===== src/assert_macros.svh =====
// Assertion macros used by the top-level RTL file of the congestion window controller.
`ifndef ASSERT_MACROS_SVH
`define ASSERT_MACROS_SVH
`ifndef SYNTHESIS
// Same-cycle implication, checked at every rising clock edge.
`define ASSERT_IMPLIES(label, clk, rst, ante, cons) \
   label: assert property (@(posedge clk) disable iff (rst) (ante) |-> (cons)) \
      else $error("assertion failed: same-cycle implication");
// Next-cycle implication.
`define ASSERT_NEXT(label, clk, rst, ante, cons) \
   label: assert property (@(posedge clk) disable iff (rst) (ante) |=> (cons)) \
      else $error("assertion failed: next-cycle implication");
`else
`define ASSERT_IMPLIES(label, clk, rst, ante, cons)
`define ASSERT_NEXT(label, clk, rst, ante, cons)
`endif
`endif


===== src/cwc_pkg.sv =====
// Types and constants shared by the congestion window controller modules.
package cwc_pkg;

   // Operation codes of an input item
   localparam logic [1:0] OP_SEND    = 2'd0;
   localparam logic [1:0] OP_ACK     = 2'd1;
   localparam logic [1:0] OP_TIMEOUT = 2'd2;

   // Register map (index taken from byte address bit 2)
   localparam int         CSR_ADDR_W         = 3;
   localparam logic       REG_INIT_THRESHOLD = 1'b0;
   localparam logic [7:0] RESET_THRESHOLD    = 8'd64;

   // Duplicate ACK handling
   localparam logic [7:0] DUP_LIMIT = 8'd3;
   localparam logic [7:0] DUP_MAX   = 8'hFF;
   localparam logic [31:0] PREV_ACK_RESET = 32'hFFFF_FFFF;

   // Q1.16 growth accumulator
   localparam int          ACC_W   = 17;
   localparam logic [16:0] ONE_Q16 = 17'h1_0000;

   // Serial divider: 65536 / window, four quotient bits a cycle
   localparam int DIV_BITS  = 4;
   localparam int DIV_STEPS = 5;
   localparam int DIV_NUM_W = DIV_BITS * DIV_STEPS;
   localparam int DIV_CNT_W = 3;

   typedef enum logic [1:0] {
      PH_SLOW     = 2'd0,
      PH_AVOID    = 2'd1,
      PH_RECOVERY = 2'd2
   } phase_type;

   typedef enum logic [2:0] {
      ST_IDLE,
      ST_PREP,
      ST_EVAL,
      ST_DIV_START,
      ST_DIV_WAIT,
      ST_GROW,
      ST_DONE
   } ctrl_state_type;

   typedef struct packed {
      logic [1:0]  op;
      logic [31:0] ack_number;
   } req_item_type;

   typedef struct packed {
      logic        send_granted;
      logic [31:0] send_sequence;
      logic        retransmit_base;
      logic [31:0] window_base;
      logic [7:0]  newly_acked;
      logic [7:0]  window_size;
      logic [7:0]  threshold_now;
      logic [1:0]  phase;
   } rsp_item_type;

   // Controller to datapath
   typedef struct packed {
      logic capture;
      logic prep;
      logic eval;
      logic div_start;
      logic grow;
      logic emit;
   } cmd_type;

   // Datapath and divider to controller
   typedef struct packed {
      logic need_grow;
      logic rsp_free;
      logic div_done;
   } status_type;

endpackage


===== src/congestion_window_controller.sv =====
// Top level of the congestion window controller: register port, controller and datapath.
//
//   channel   direction  handshake              content
//   req_      in         req_valid / req_stall  op, ack_number
//   rsp_      out        rsp_valid / rsp_stall  one result item per input item
//   csr_      in/out     psel, penable, pready  initial_threshold at byte address 0
//
// A send, timeout or ACK without avoidance growth passes the prep, eval and done
// states from accept to a loaded result register; an in-window ACK in congestion
// avoidance also waits for the serial 65536 / window divider (four quotient bits a cycle).
// Reset is synchronous and clears the window state; no clearing pass is needed.
// A result waiting under rsp_stall does not block the next item from entering,
// but that item holds in its final step until the result register frees.
`include "assert_macros.svh"

module congestion_window_controller #(
   parameter int MAX_WINDOW = 128
) (
   input  logic                           clock,
   input  logic                           reset,
   input  logic                           req_valid,
   output logic                           req_stall,
   input  cwc_pkg::req_item_type          req_payload,
   output logic                           rsp_valid,
   input  logic                           rsp_stall,
   output cwc_pkg::rsp_item_type          rsp_payload,
   input  logic                           csr_psel,
   input  logic                           csr_penable,
   input  logic                           csr_pwrite,
   input  logic [cwc_pkg::CSR_ADDR_W-1:0] csr_paddr,
   input  logic [31:0]                    csr_pwdata,
   output logic [31:0]                    csr_prdata,
   output logic                           csr_pready
);

   localparam int WW = $clog2(MAX_WINDOW + 1);

   logic [7:0]                 init_thr_ff, init_thr_in;
   logic                       thr_wr;
   cwc_pkg::cmd_type           cmd;
   cwc_pkg::status_type        status;
   logic [WW-1:0]              divisor;
   logic [cwc_pkg::ACC_W-1:0]  quotient;
   logic                       need_grow;
   logic                       rsp_free;
   logic                       div_done;

   // Register port
   assign csr_pready = 1'b1;
   assign thr_wr     = csr_psel && csr_penable && csr_pwrite
                       && (csr_paddr[2] == cwc_pkg::REG_INIT_THRESHOLD);
   assign init_thr_in = thr_wr ? csr_pwdata[7:0] : init_thr_ff;
   assign csr_prdata  = (csr_paddr[2] == cwc_pkg::REG_INIT_THRESHOLD)
                        ? {24'd0, init_thr_ff} : 32'd0;

   always_ff @(posedge clock) begin
      if (reset) begin
         init_thr_ff <= cwc_pkg::RESET_THRESHOLD;
      end else begin
         init_thr_ff <= init_thr_in;
      end
   end

   assign status.need_grow = need_grow;
   assign status.rsp_free  = rsp_free;
   assign status.div_done  = div_done;

   cwc_ctrl u_ctrl (
      .clock     (clock),
      .reset     (reset),
      .req_valid (req_valid),
      .req_stall (req_stall),
      .status    (status),
      .cmd       (cmd)
   );

   cwc_divider #(
      .MAX_WINDOW (MAX_WINDOW)
   ) u_divider (
      .clock    (clock),
      .reset    (reset),
      .start    (cmd.div_start),
      .divisor  (divisor),
      .done     (div_done),
      .quotient (quotient)
   );

   // The written value loads the working threshold in the same edge
   cwc_datapath #(
      .MAX_WINDOW (MAX_WINDOW)
   ) u_datapath (
      .clock       (clock),
      .reset       (reset),
      .cmd         (cmd),
      .req_payload (req_payload),
      .thr_wr      (thr_wr),
      .thr_value   (csr_pwdata[7:0]),
      .quotient    (quotient),
      .divisor     (divisor),
      .need_grow   (need_grow),
      .rsp_free    (rsp_free),
      .rsp_stall   (rsp_stall),
      .rsp_valid   (rsp_valid),
      .rsp_payload (rsp_payload)
   );

   // An accepted item keeps the input side busy on the next cycle
   `ASSERT_NEXT(a_busy_after_accept, clock, reset, req_valid && !req_stall, req_stall)
   // The reported window never drops to zero
   `ASSERT_IMPLIES(a_window_nonzero, clock, reset, rsp_valid, rsp_payload.window_size != 8'd0)
   // A grant and a retransmit request never come from the same item
   `ASSERT_IMPLIES(a_grant_excl_retx, clock, reset, rsp_valid,
                   !(rsp_payload.send_granted && rsp_payload.retransmit_base))
   // Acknowledged packets are never reported alongside a grant
   `ASSERT_IMPLIES(a_ack_excl_grant, clock, reset, rsp_valid && rsp_payload.send_granted,
                   rsp_payload.newly_acked == 8'd0)

endmodule


===== src/cwc_divider.sv =====
// Serial divider computing 65536 / window, four quotient bits per cycle.
module cwc_divider #(
   parameter int MAX_WINDOW = 128
) (
   input  logic                                 clock,
   input  logic                                 reset,
   input  logic                                 start,
   input  logic [$clog2(MAX_WINDOW+1)-1:0]      divisor,
   output logic                                 done,
   output logic [cwc_pkg::ACC_W-1:0]            quotient
);

   localparam int WW = $clog2(MAX_WINDOW + 1);

   logic [cwc_pkg::DIV_NUM_W-1:0] num_ff, num_in;
   logic [WW:0]                   rem_ff, rem_in;
   logic [cwc_pkg::ACC_W-1:0]     quo_ff, quo_in;
   logic [WW-1:0]                 dvs_ff;
   logic [cwc_pkg::DIV_CNT_W-1:0] cnt_ff, cnt_in;
   logic                          busy_ff, busy_in;
   logic                          done_ff, done_in;
   logic                          last_step;

   assign last_step = busy_ff && (cnt_ff == cwc_pkg::DIV_CNT_W'(cwc_pkg::DIV_STEPS - 1));

   // Restoring division, DIV_BITS steps per cycle
   always_comb begin
      rem_in  = rem_ff;
      num_in  = num_ff;
      quo_in  = quo_ff;
      cnt_in  = cnt_ff;
      busy_in = busy_ff;
      done_in = 1'b0;
      if (start) begin
         num_in  = cwc_pkg::DIV_NUM_W'(cwc_pkg::ONE_Q16);
         rem_in  = '0;
         quo_in  = '0;
         cnt_in  = '0;
         busy_in = 1'b1;
      end else if (busy_ff) begin
         for (int i = 0; i < cwc_pkg::DIV_BITS; i++) begin
            rem_in = {rem_in[WW-1:0], num_in[cwc_pkg::DIV_NUM_W-1]};
            num_in = {num_in[cwc_pkg::DIV_NUM_W-2:0], 1'b0};
            if (rem_in >= {1'b0, dvs_ff}) begin
               rem_in = rem_in - {1'b0, dvs_ff};
               quo_in = {quo_in[cwc_pkg::ACC_W-2:0], 1'b1};
            end else begin
               quo_in = {quo_in[cwc_pkg::ACC_W-2:0], 1'b0};
            end
         end
         cnt_in = cnt_ff + cwc_pkg::DIV_CNT_W'(1);
         if (last_step) begin
            busy_in = 1'b0;
            done_in = 1'b1;
         end
      end
   end

   // Control registers
   always_ff @(posedge clock) begin
      if (reset) begin
         busy_ff <= 1'b0;
         done_ff <= 1'b0;
         cnt_ff  <= '0;
      end else begin
         busy_ff <= busy_in;
         done_ff <= done_in;
         cnt_ff  <= cnt_in;
      end
   end

   // Working registers
   always_ff @(posedge clock) begin
      num_ff <= num_in;
      rem_ff <= rem_in;
      quo_ff <= quo_in;
      if (start) begin
         dvs_ff <= divisor;
      end
   end

   assign done     = done_ff;
   assign quotient = quo_ff;

endmodule


===== src/cwc_datapath.sv =====
// Window state, per-item evaluation and result register of the controller.
module cwc_datapath #(
   parameter int MAX_WINDOW = 128
) (
   input  logic                              clock,
   input  logic                              reset,
   input  cwc_pkg::cmd_type                  cmd,
   input  cwc_pkg::req_item_type             req_payload,
   input  logic                              thr_wr,
   input  logic [7:0]                        thr_value,
   input  logic [cwc_pkg::ACC_W-1:0]         quotient,
   output logic [$clog2(MAX_WINDOW+1)-1:0]   divisor,
   output logic                              need_grow,
   output logic                              rsp_free,
   input  logic                              rsp_stall,
   output logic                              rsp_valid,
   output cwc_pkg::rsp_item_type             rsp_payload
);

   localparam int WW = $clog2(MAX_WINDOW + 1);
   localparam int TW = (WW > 8) ? WW : 8;
   localparam int CW = TW + 1;

   // Clamp a candidate window to 1..MAX_WINDOW
   function automatic logic [WW-1:0] clamp_win(input logic [CW-1:0] x);
      logic [WW-1:0] r;
      if (x == '0) begin
         r = WW'(1);
      end else if (x > CW'(MAX_WINDOW)) begin
         r = WW'(MAX_WINDOW);
      end else begin
         r = x[WW-1:0];
      end
      return r;
   endfunction

   // Latched item and precomputed distances
   logic [1:0]  op_ff, op_in;
   logic [31:0] ack_ff, ack_in;
   logic [31:0] dist_ff, dist_in;
   logic [31:0] span_ff, span_in;
   logic        is_new_ff, is_new_in;

   // Protocol state
   cwc_pkg::phase_type       phase_ff, phase_in;
   logic [WW-1:0]            window_ff, window_in;
   logic [TW-1:0]            thresh_ff, thresh_in;
   logic [31:0]              base_ff, base_in;
   logic [31:0]              next_ff, next_in;
   logic [31:0]              prev_ack_ff, prev_ack_in;
   logic [7:0]               dup_ff, dup_in;
   logic [cwc_pkg::ACC_W-1:0] acc_ff, acc_in;

   // Per-item result fields
   logic        granted_ff, granted_in;
   logic [31:0] seq_ff, seq_in;
   logic        retx_ff, retx_in;
   logic [7:0]  acked_ff, acked_in;

   // Output register
   logic                  rsp_valid_ff, rsp_valid_in;
   cwc_pkg::rsp_item_type rsp_ff, rsp_next;

   // Evaluation temporaries
   logic [WW+1:0]              w3;
   logic [WW-1:0]              three_q;
   logic                       in_window;
   logic [7:0]                 dup_new;
   logic [WW-1:0]              w1;
   logic [TW-1:0]              t1;
   cwc_pkg::phase_type         p1;
   logic [cwc_pkg::ACC_W:0]    acc_sum;
   logic [WW+7:0]              win_ext;
   logic [TW+7:0]              thr_ext;

   assign w3        = {1'b0, window_ff, 1'b0} + {2'b00, window_ff};
   assign three_q   = w3[WW+1:2];
   assign in_window = (dist_ff != 32'd0) && (dist_ff <= span_ff);
   assign acc_sum   = {1'b0, acc_ff} + {1'b0, quotient};

   // Avoidance growth needs 65536 / window from the divider
   assign need_grow = (op_ff == cwc_pkg::OP_ACK) && (phase_ff == cwc_pkg::PH_AVOID)
                      && in_window;
   assign divisor   = window_ff;

   // Next state of the datapath registers
   always_comb begin
      op_in       = op_ff;
      ack_in      = ack_ff;
      dist_in     = dist_ff;
      span_in     = span_ff;
      is_new_in   = is_new_ff;
      phase_in    = phase_ff;
      window_in   = window_ff;
      thresh_in   = thresh_ff;
      base_in     = base_ff;
      next_in     = next_ff;
      prev_ack_in = prev_ack_ff;
      dup_in      = dup_ff;
      acc_in      = acc_ff;
      granted_in  = granted_ff;
      seq_in      = seq_ff;
      retx_in     = retx_ff;
      acked_in    = acked_ff;
      dup_new     = dup_ff;
      w1          = window_ff;
      t1          = thresh_ff;
      p1          = phase_ff;

      if (cmd.capture) begin
         op_in  = req_payload.op;
         ack_in = req_payload.ack_number;
      end

      if (cmd.prep) begin
         dist_in   = ack_ff - base_ff;
         span_in   = next_ff - base_ff;
         is_new_in = (ack_ff != prev_ack_ff);
      end

      if (cmd.eval) begin
         granted_in = 1'b0;
         seq_in     = 32'd0;
         retx_in    = 1'b0;
         acked_in   = 8'd0;
         case (op_ff)
            cwc_pkg::OP_SEND: begin
               if (span_ff < 32'(window_ff)) begin
                  granted_in = 1'b1;
                  seq_in     = next_ff;
                  next_in    = next_ff + 32'd1;
               end
            end
            cwc_pkg::OP_ACK: begin
               if (is_new_ff) begin
                  dup_new = 8'd0;
               end else if (dup_ff != cwc_pkg::DUP_MAX) begin
                  dup_new = dup_ff + 8'd1;
               end
               dup_in      = dup_new;
               prev_ack_in = ack_ff;
               // Fast recovery entry wins over the slow start exit check
               if (dup_new >= cwc_pkg::DUP_LIMIT) begin
                  t1      = TW'(three_q);
                  w1      = clamp_win(CW'(three_q));
                  p1      = cwc_pkg::PH_RECOVERY;
                  retx_in = 1'b1;
               end else if ((phase_ff == cwc_pkg::PH_SLOW) && (TW'(window_ff) >= thresh_ff)) begin
                  p1 = cwc_pkg::PH_AVOID;
               end
               // Window moves by the phase held at the start of the item
               if (phase_ff == cwc_pkg::PH_RECOVERY) begin
                  if (is_new_ff) begin
                     p1 = cwc_pkg::PH_AVOID;
                     w1 = clamp_win(CW'(thresh_ff));
                  end
               end else if (in_window) begin
                  if (phase_ff == cwc_pkg::PH_SLOW) begin
                     w1 = clamp_win(CW'(w1) + CW'(1));
                  end
                  acked_in = (dist_ff > 32'd255) ? 8'hFF : dist_ff[7:0];
                  base_in  = ack_ff;
               end
               window_in = w1;
               thresh_in = t1;
               phase_in  = p1;
            end
            cwc_pkg::OP_TIMEOUT: begin
               thresh_in = TW'(three_q);
               window_in = WW'(1);
               phase_in  = cwc_pkg::PH_SLOW;
               retx_in   = 1'b1;
            end
            default: begin
            end
         endcase
      end

      // Fractional growth in congestion avoidance
      if (cmd.grow) begin
         if (acc_sum > {1'b0, cwc_pkg::ONE_Q16}) begin
            acc_in    = cwc_pkg::ACC_W'(acc_sum - {1'b0, cwc_pkg::ONE_Q16});
            window_in = clamp_win(CW'(window_ff) + CW'(1));
         end else begin
            acc_in = acc_sum[cwc_pkg::ACC_W-1:0];
         end
      end

      if (thr_wr) begin
         thresh_in = TW'(thr_value);
      end
   end

   // Result item assembly, with 8-bit saturation of window and threshold
   always_comb begin
      win_ext = {8'd0, window_ff};
      thr_ext = {8'd0, thresh_ff};
      rsp_next.send_granted    = granted_ff;
      rsp_next.send_sequence   = seq_ff;
      rsp_next.retransmit_base = retx_ff;
      rsp_next.window_base     = base_ff;
      rsp_next.newly_acked     = acked_ff;
      rsp_next.window_size     = (win_ext > (WW+8)'(255)) ? 8'hFF : win_ext[7:0];
      rsp_next.threshold_now   = (thr_ext > (TW+8)'(255)) ? 8'hFF : thr_ext[7:0];
      rsp_next.phase           = phase_ff;
   end

   // Output handshake
   assign rsp_free = !rsp_valid_ff || !rsp_stall;

   always_comb begin
      rsp_valid_in = rsp_valid_ff;
      if (cmd.emit) begin
         rsp_valid_in = 1'b1;
      end else if (!rsp_stall) begin
         rsp_valid_in = 1'b0;
      end
   end

   // Control and protocol state registers
   always_ff @(posedge clock) begin
      if (reset) begin
         phase_ff     <= cwc_pkg::PH_SLOW;
         window_ff    <= WW'(1);
         thresh_ff    <= TW'(cwc_pkg::RESET_THRESHOLD);
         base_ff      <= '0;
         next_ff      <= '0;
         prev_ack_ff  <= cwc_pkg::PREV_ACK_RESET;
         dup_ff       <= '0;
         acc_ff       <= '0;
         rsp_valid_ff <= 1'b0;
      end else begin
         phase_ff     <= phase_in;
         window_ff    <= window_in;
         thresh_ff    <= thresh_in;
         base_ff      <= base_in;
         next_ff      <= next_in;
         prev_ack_ff  <= prev_ack_in;
         dup_ff       <= dup_in;
         acc_ff       <= acc_in;
         rsp_valid_ff <= rsp_valid_in;
      end
   end

   // Payload registers
   always_ff @(posedge clock) begin
      op_ff      <= op_in;
      ack_ff     <= ack_in;
      dist_ff    <= dist_in;
      span_ff    <= span_in;
      is_new_ff  <= is_new_in;
      granted_ff <= granted_in;
      seq_ff     <= seq_in;
      retx_ff    <= retx_in;
      acked_ff   <= acked_in;
      if (cmd.emit) begin
         rsp_ff <= rsp_next;
      end
   end

   assign rsp_valid   = rsp_valid_ff;
   assign rsp_payload = rsp_ff;

endmodule


===== src/cwc_ctrl.sv =====
// Sequencing state machine of the congestion window controller.
module cwc_ctrl (
   input  logic                clock,
   input  logic                reset,
   input  logic                req_valid,
   output logic                req_stall,
   input  cwc_pkg::status_type status,
   output cwc_pkg::cmd_type    cmd
);

   cwc_pkg::ctrl_state_type state_ff, state_in;

   // Next state
   always_comb begin
      state_in = state_ff;
      case (state_ff)
         cwc_pkg::ST_IDLE: begin
            if (req_valid) begin
               state_in = cwc_pkg::ST_PREP;
            end
         end
         cwc_pkg::ST_PREP: begin
            state_in = cwc_pkg::ST_EVAL;
         end
         cwc_pkg::ST_EVAL: begin
            state_in = status.need_grow ? cwc_pkg::ST_DIV_START : cwc_pkg::ST_DONE;
         end
         cwc_pkg::ST_DIV_START: begin
            state_in = cwc_pkg::ST_DIV_WAIT;
         end
         cwc_pkg::ST_DIV_WAIT: begin
            if (status.div_done) begin
               state_in = cwc_pkg::ST_GROW;
            end
         end
         cwc_pkg::ST_GROW: begin
            state_in = cwc_pkg::ST_DONE;
         end
         cwc_pkg::ST_DONE: begin
            if (status.rsp_free) begin
               state_in = cwc_pkg::ST_IDLE;
            end
         end
         default: begin
            state_in = cwc_pkg::ST_IDLE;
         end
      endcase
   end

   // Commands
   always_comb begin
      cmd       = '0;
      req_stall = 1'b1;
      case (state_ff)
         cwc_pkg::ST_IDLE: begin
            req_stall   = 1'b0;
            cmd.capture = req_valid;
         end
         cwc_pkg::ST_PREP: begin
            cmd.prep = 1'b1;
         end
         cwc_pkg::ST_EVAL: begin
            cmd.eval = 1'b1;
         end
         cwc_pkg::ST_DIV_START: begin
            cmd.div_start = 1'b1;
         end
         cwc_pkg::ST_GROW: begin
            cmd.grow = 1'b1;
         end
         cwc_pkg::ST_DONE: begin
            cmd.emit = status.rsp_free;
         end
         default: begin
         end
      endcase
   end

   always_ff @(posedge clock) begin
      if (reset) begin
         state_ff <= cwc_pkg::ST_IDLE;
      end else begin
         state_ff <= state_in;
      end
   end

endmodule

===== config.mk =====
export PLATFORM = sky130hd
export DESIGN_NAME = congestion_window_controller
export DESIGN_NICKNAME = d
export VERILOG_FILES = /design/src/cwc_pkg.sv /design/src/congestion_window_controller.sv /design/src/cwc_divider.sv /design/src/cwc_datapath.sv /design/src/cwc_ctrl.sv
export VERILOG_INCLUDE_DIRS = /design/src /design/src/src
export SDC_FILE = /design/constraint.sdc
export NUM_CORES = 1
export LEC_CHECK = 0
export ABC_CLOCK_PERIOD_IN_PS = 23300
export BUFFER_PORTS_ARGS = -buffer_cell sky130_fd_sc_hd__buf_2
export CAP_MARGIN = 20
export CORE_MARGIN = 1
export CORE_UTILIZATION = 42
export CTS_CLUSTER_SIZE = 28
export DETAILED_ROUTE_END_ITERATION = 6
export MAX_ROUTING_LAYER = met4
export PLACE_DENSITY = 0.64
export SYNTH_ARGS = -nofsm -noshare
export SYNTH_HDL_FRONTEND = slang
export SYNTH_SLANG_ARGS = --single-unit

===== constraint.sdc =====
create_clock -name clock -period 23.3 [get_ports clock]
set_input_delay 1.165 -clock clock [delete_from_list [all_inputs] [get_ports clock]]
set_output_delay 1.165 -clock clock [all_outputs]
set_load 0.01 [all_outputs]

==> flow_metrics.env, run 1 <==
export IMPL_status="finished, final reports clean"
export IMPL_final_max_slew_viol_count=0
export IMPL_grt_pass1_wl_mm=91.36
export IMPL_ctsResizeCount=0
export IMPL_dp_hpwl_mm=43.15
export IMPL_cp_slowest_stage_delay_ns=0.72
export IMPL_synth_seq_area_share_pct=46.44
export IMPL_detail_route_antenna_nets=0
export IMPL_max_freq_mhz=99.28
export IMPL_hp_class="flip-flop to flip-flop"
export IMPL_pin_count=203
export IMPL_setup_violations=0
export IMPL_max_slew_margin_pct=33.91
export IMPL_clk_pin_slew_ns=0.06
export IMPL_tightest_slew_ns=0.9913
export IMPL_antenna_found_initial=0
export IMPL_power_density_nw_per_um2=103.4
export IMPL_routed_wl_mm=58.10
export IMPL_layout_drive_gt1_share_pct=11.70
export IMPL_postLayoutCellArea_um2=26440
export IMPL_period_needed_ns=10.07
export IMPL_whs_path_depth=0
export IMPL_setup_tns_ns=0
export IMPL_grt_max_degree=89
export IMPL_place_gp_congestion=0.9092
export IMPL_cp_data_arrival_time_ns=10.58
export IMPL_fin_worst_skew_ns=0.02404
export IMPL_fillCellCount=5130
export IMPL_path_delay_family="compound AO/OA/AOI/OAI gates"
export IMPL_max_vdd_ir_drop_uv=207.9
export IMPL_critPathSlowestCell="a21oi_1"
export IMPL_period_share_pct=43.23
export IMPL_final_nets=2772
export IMPL_cp_required_ns=23.81
export IMPL_cts_max_path_buffers=3
export IMPL_cts_root_buffer="clkbuf_16"
export IMPL_cts_buffers=47
export IMPL_path_depth=43
export IMPL_grt_pass1_vias=17030
export IMPL_synth_edff_count=241
export IMPL_clk_latency_ns=0.60
export IMPL_regArea_um2=10880
export IMPL_timing_worst_setup_path_type="flip-flop to flip-flop"
export IMPL_synthToLayoutAreaGrowth_pct=12.83
export IMPL_diodes=0
export IMPL_synth_warnings=0
export IMPL_crit_path_max_fanout=12
export IMPL_avgSynthCellArea_um2=9.849
export IMPL_io_buffers=151
export IMPL_tritoncts="yes"
export IMPL_ys_ff_latch=423
export IMPL_syn_instance_count=2379
export IMPL_rsz0062_at_grt="false"
export IMPL_die_y_um=238.2
export IMPL_dieWidth_um=238.2
export IMPL_startpoint_type="flip-flop"
export IMPL_cp_end_kind="flip-flop"
export IMPL_hold_violations=0
export IMPL_hold_buffers=0
export IMPL_drt_pass1_iter_count=6
export IMPL_syn_area_um2=23430
export IMPL_cts_sinks=423
export IMPL_r2r_cells=43
export IMPL_placedInstanceArea_um2=24840
export IMPL_dieArea_um2=56730
export IMPL_drtIter0Drc=1250
export IMPL_async_flop_share_pct=0
export IMPL_vias=17680
export IMPL_multi_input_area_um2=11630
export IMPL_core_area_um2=55090
export IMPL_start_util_pct=42.53
export IMPL_synth_flop_cell="edfxtp_1"
export IMPL_cts_htree_levels=2
export IMPL_vias_per_cell=5.353
export IMPL_leakage_nw=10.27
export IMPL_grt_overflow=0
export IMPL_yosysUniqueCellTypes=97
export IMPL_maxCapViolCount=0
export IMPL_fp_row_count=86
export IMPL_routedWlPerCell_um=17.59
export IMPL_post_cts_setup_buffers=0
export IMPL_cp_num_buf_inv=3
export IMPL_drc=0
export IMPL_grt_usage_pct=20.92
==> sequential cells by signal (all words and copies together) (netlist names), 17 cells and up <==
name / cells
u_datapath.ack_ff: 32
u_datapath.next_ff: 32
u_datapath.span_ff: 32
u_datapath.base_ff: 32
u_divider.quotient: 17
u_datapath.dist_ff: 32
u_datapath.seq_ff: 32
u_datapath.prev_ack_ff: 32
u_datapath.rsp_payload: 92
u_datapath.acc_ff: 17
==> cells in the final DEF (no fill, tap or decap), drive strengths merged, types with 13 or more instances in the layout <==
master / n
nor2: 180
a21o: 47
conb: 25
or3: 21
ha: 174
nand3b: 36
and3: 25
clkbuf: 60
nand4: 30
nand2: 271
o21ai: 98
and2: 50
buf: 164
dfxtp: 182
edfxtp: 241
o21a: 35
nand3: 55
a31oi: 14
o211ai: 16
nor2b: 38
clkinv: 13
nand2b: 17
nor3: 39
inv: 145
nor4: 25
xnor2: 109
a211oi: 25
mux2i: 37
xor2: 44
a21oi: 175
or2: 13
==> path summary, 6_finish.rpt <==
check,startpoint,to,slack (ns)
worst max-delay path,u_divider.dvs_ff[1]$_DFFE_PP_,u_divider.rem_ff[1]$_SDFFE_PP0P_,13.23
worst min-delay path,u_datapath.seq_ff[14]$_SDFFCE_PN0P_,u_datapath.rsp_payload[73]$_DFFE_PP_,0.42
worst min register to register,u_datapath.seq_ff[14]$_SDFFCE_PN0P_,u_datapath.rsp_payload[73]$_DFFE_PP_,0.42
worst max register to register,u_divider.dvs_ff[1]$_DFFE_PP_,u_divider.rem_ff[1]$_SDFFE_PP0P_,13.23
==> final cells by class <==
cell class / instances / area share (%)
Clock inverter: 28 / 1.245
Tap cell: 748 / 3.540
Inverter: 142 / 2.026
Sequential cell: 423 / 41.16
Clock buffer: 60 / 4.714
Multi-Input combinational cell: 1738 / 44.01
Timing Repair Buffer: 164 / 3.313
==> logic make-up after synthesis <==
| kind of cell | Yosys count | share of synthesized area [%] |
|---|---|---|
| adders and majority gates | 180 | 9.805 |
| DFF | 423 | 46.44 |
| and+or+nand+nor | 826 | 17.38 |
| other | 2 | 0.03205 |
| AOI/OAI and AO/OA | 507 | 14.10 |
| buffers and inverters | 241 | 4.406 |
| xor gates and xnor gates | 153 | 5.719 |
| muxes | 47 | 2.115 |
==> cells in the mapped netlist (7+ instances only) <==
library cell	n	area, um^2
a21oi_1	173	865.8
or2_2	13	81.33
nor3_1	37	185.2
nor2b_1	38	237.7
xnor2_1	109	954.7
a21o_1	47	352.8
nor2_1	179	671.9
o21ai_0	81	405.4
nand2b_1	17	106.4
ha_1	174	2177
o21a_1	35	262.8
nand3b_1	36	270.3
buf_2	10	50.05
mux2_2	10	112.6
a211o_1	8	70.07
or3_1	21	131.4
edfxtp_1	241	7237
a211oi_1	22	165.2
mux2i_1	36	360.4
buf_4	28	210.2
xor2_1	44	385.4
o21bai_1	11	82.58
nand2_1	269	1010
clkbuf_1	59	221.5
inv_1	139	521.8
o211ai_1	15	112.6
a31oi_1	14	87.58
and2_1	47	294.0
nor4_1	25	156.4
nand3_1	54	270.3
dfxtp_1	182	3643
nand4_1	30	187.7
and3_1	25	156.4
o21ai_1	16	80.08
o31ai_1	7	52.55
==> per-layer routing <==
layer	vias up	global-route usage [%]	wire, um
li1	8750	-	-
met1	8432	27.26	26750
met2	406	34.05	27310
met3	92	2.615	2648
met4	0	6.197	1391
met5	-	-	0
==> stage by stage <==
stage	power, mW	util (%)	hold WS, ns	std cells	setup WS [ns]
after floorplan	1.763	-	0.4003	2402	14.85
after global placement	1.971	45.06	0.4023	3213	13.30
after detailed placement	1.987	45.09	0.4045	3214	13.34
after CTS	2.757	47.95	0.4126	3302	13.22
after global routing	2.904	47.99	0.4190	3303	12.27
final	2.734	47.99	0.4166	3303	13.23
==> power breakdown <==
group	internal, mW	switching, mW	total (mW)
sequential	0.841	0.0397	0.880
combinational	0.499	0.597	1.10
clock	0.440	0.316	0.757
total	1.78	0.953	2.73
Power figures use the tool's default switching activity.
==> inputs of run 2 (changes only) <==
ABC_CLOCK_PERIOD_IN_PS = 8100   (was 23300)
PLACE_DENSITY = 0.66   (was 0.64)
clock period = 8.1 ns   (was 23.3 ns; I/O delays follow)
==> run 2 against run 1 <==
- clock skew down 0.0017 ns
- sequential cell count unchanged
- die area is the same
- clock power grew to 2.9 times the previous value
- worst setup slack worse by 13 ns
- final area increased by 4.2%
- count of clock-buffer cells in the layout grew 2
- non-clock buffer count up 99
- critical path depth fell by 3
- global-route usage up 0.29 points
- sequential share of layout area shrank 1.7 points
==> flow_metrics.env, run 2 (synthesis results as in run 1) <==
export IMPL_status="finished, final reports clean"
export IMPL_cp_common_cell="a21oi_2"
export IMPL_vias_per_cell=5.349
export IMPL_drc=0
export IMPL_clk_latency_ns=0.60
export IMPL_period_share_pct=94.50
export IMPL_maxCapViolCount=0
export IMPL_antenna_found_initial=0
export IMPL_timing_worst_setup_path_type="flip-flop to flip-flop"
export IMPL_cp_data_arrival_time_ns=8.16
export IMPL_largest_reg_flops=92
export IMPL_leakage_nw=10.79
export IMPL_final_cell_mix="nand2_1 (268), edfxtp_1 (241), dfxtp_1 (182)"
export IMPL_cp_slowest_stage_delay_ns=0.40
export IMPL_routedWlPerCell_um=17.52
export IMPL_core_area_um2=55090
export IMPL_dp_hpwl_mm=43.84
export IMPL_hold_violations=0
export IMPL_hp_class="primary input to flip-flop"
export IMPL_setup_ws_ns=0.4454
export IMPL_pin_count=203
export IMPL_start_util_pct=42.53
export IMPL_tritoncts="yes"
export IMPL_synthToLayoutAreaGrowth_pct=17.60
export IMPL_fin_worst_skew_ns=0.02231
export IMPL_setup_violations=0
export IMPL_period_needed_ns=7.655
export IMPL_fp_row_count=86
export IMPL_vias=18190
export IMPL_combPwrFrac_pct=47.3
export IMPL_io_buffers=151
export IMPL_p_switching_mw=3.065
export IMPL_diodes=0
export IMPL_place_gp_congestion=0.9245
export IMPL_hold_ws_ns=0.04419
export IMPL_die_y_um=238.2
export IMPL_crit_path_max_fanout=6
export IMPL_power_frac_clock_pct=24.4
export IMPL_grt_overflow=0
export IMPL_layout_commonest_cell="nand2_1"
export IMPL_grt_pass1_wl_mm=92.67
export IMPL_max_freq_mhz=130.6
export IMPL_critPathSlowestCell="edfxtp_1"
export IMPL_tightest_slew_ns=0.9195
export IMPL_dieArea_um2=56730
export IMPL_dieWidth_um=238.2
export IMPL_cts_sinks=423
export IMPL_r2r_slack_ns=0.45
export IMPL_startpoint_type="flip-flop"
export IMPL_routed_wl_mm=59.58
export IMPL_placedInstanceArea_um2=25280
export IMPL_cts_htree_levels=2
export IMPL_postLayoutCellArea_um2=27550
export IMPL_cts_max_path_buffers=3
export IMPL_drt_pass1_iter_count=5
export IMPL_total_power_mw=8.984
export IMPL_layout_drive_gt1_share_pct=15.35
export IMPL_grt_pass1_vias=17450
export IMPL_cts_buffers=46
export IMPL_power_internal_mw=5.919
export IMPL_cp_required_ns=8.61
export IMPL_cts_root_buffer="clkbuf_16"
export IMPL_max_slew_margin_pct=38.70
export IMPL_clk_pin_slew_ns=0.06
export IMPL_cp_end_kind="flip-flop"
export IMPL_max_vdd_ir_drop_uv=385.7
export IMPL_p_sw_share_pct=34.11
export IMPL_grt_usage_pct=21.21
export IMPL_final_nets=2870
export IMPL_drtIter0Drc=1100
export IMPL_detail_route_antenna_nets=0
export IMPL_pre_cts_slack_ns=0.03937
export IMPL_grt_max_degree=83
export IMPL_power_density_nw_per_um2=326.1
export IMPL_seqPwrFrac_pct=28.2
export IMPL_final_max_slew_viol_count=0
-- run 2: timing repair --
action,4_1_cts,5_1_grt
hold buffers,32,0
buffers inserted,2,10
gates cloned,0,0
endpoints found under the setup margin,1,9
hold endpoints to repair,32,0
pin swaps,5,30
gates resized for setup,1,44
-- run 2: final timing paths --
check	cells after the start	start	to
max	40	u_divider.dvs_ff[1]$_DFFE_PP_	u_divider.rem_ff[1]$_SDFFE_PP0P_
min	1	req_payload[33]	u_datapath.op_ff[1]$_DFFE_PP_
max reg2reg	40	u_divider.dvs_ff[1]$_DFFE_PP_	u_divider.rem_ff[1]$_SDFFE_PP0P_
min reg2reg	0	u_datapath.seq_ff[29]$_SDFFCE_PN0P_	u_datapath.rsp_payload[88]$_DFFE_PP_
-- run 2: power groups by stage --
stage          Sequential (mW)  Combinational [mW]  Clock (mW)
5_1_grt                   2.55                4.68        2.33
3_3_place_gp              2.58                3.79           0
2_1_floorplan             2.53                2.64           0
6_report                  2.54                4.25        2.19
4_1_cts                   2.54                3.92        2.24
3_5_place_dp              2.58                3.83           0
-- run 2: final cells by class --
type,instances,area (um^2)
flip-flops and latches,423,10880
clock buffers,62,1303
multi-input cells,1738,11860
well taps,748,935.9
clock inverters,24,311.5
repair buffers,263,1727
fillers,4961,27540
inverters,142,535.5
-- run 2: critical path: cells and delay by family, from the launching register on --
kind	cells	cell delay [ns]
compound gates	23	3.71
simple gates	6	1.10
mux	3	0.90
fa+ha+maj	4	0.90
buf+inv	4	0.56
flops	1	0.40
-- run 2: per-stage QoR --
stage	setup TNS (ns)	std cells	utilization, %
2_1_floorplan	0	2402	-
3_3_place_gp	0	3267	45.84
3_5_place_dp	0	3268	45.89
4_1_cts	0	3388	49.44
5_1_grt	-0.3431	3400	50.01
6_report	0	3400	50.01
-- run 2: layer usage --
metal  up-vias  GRT usage, %  routed length [um]
met5         -             -                   0
met4         0         6.974                1761
met3       103         2.314                2494
met2       428         34.77               28240
met1      8727         27.38               27080
li1       8929             -                   -
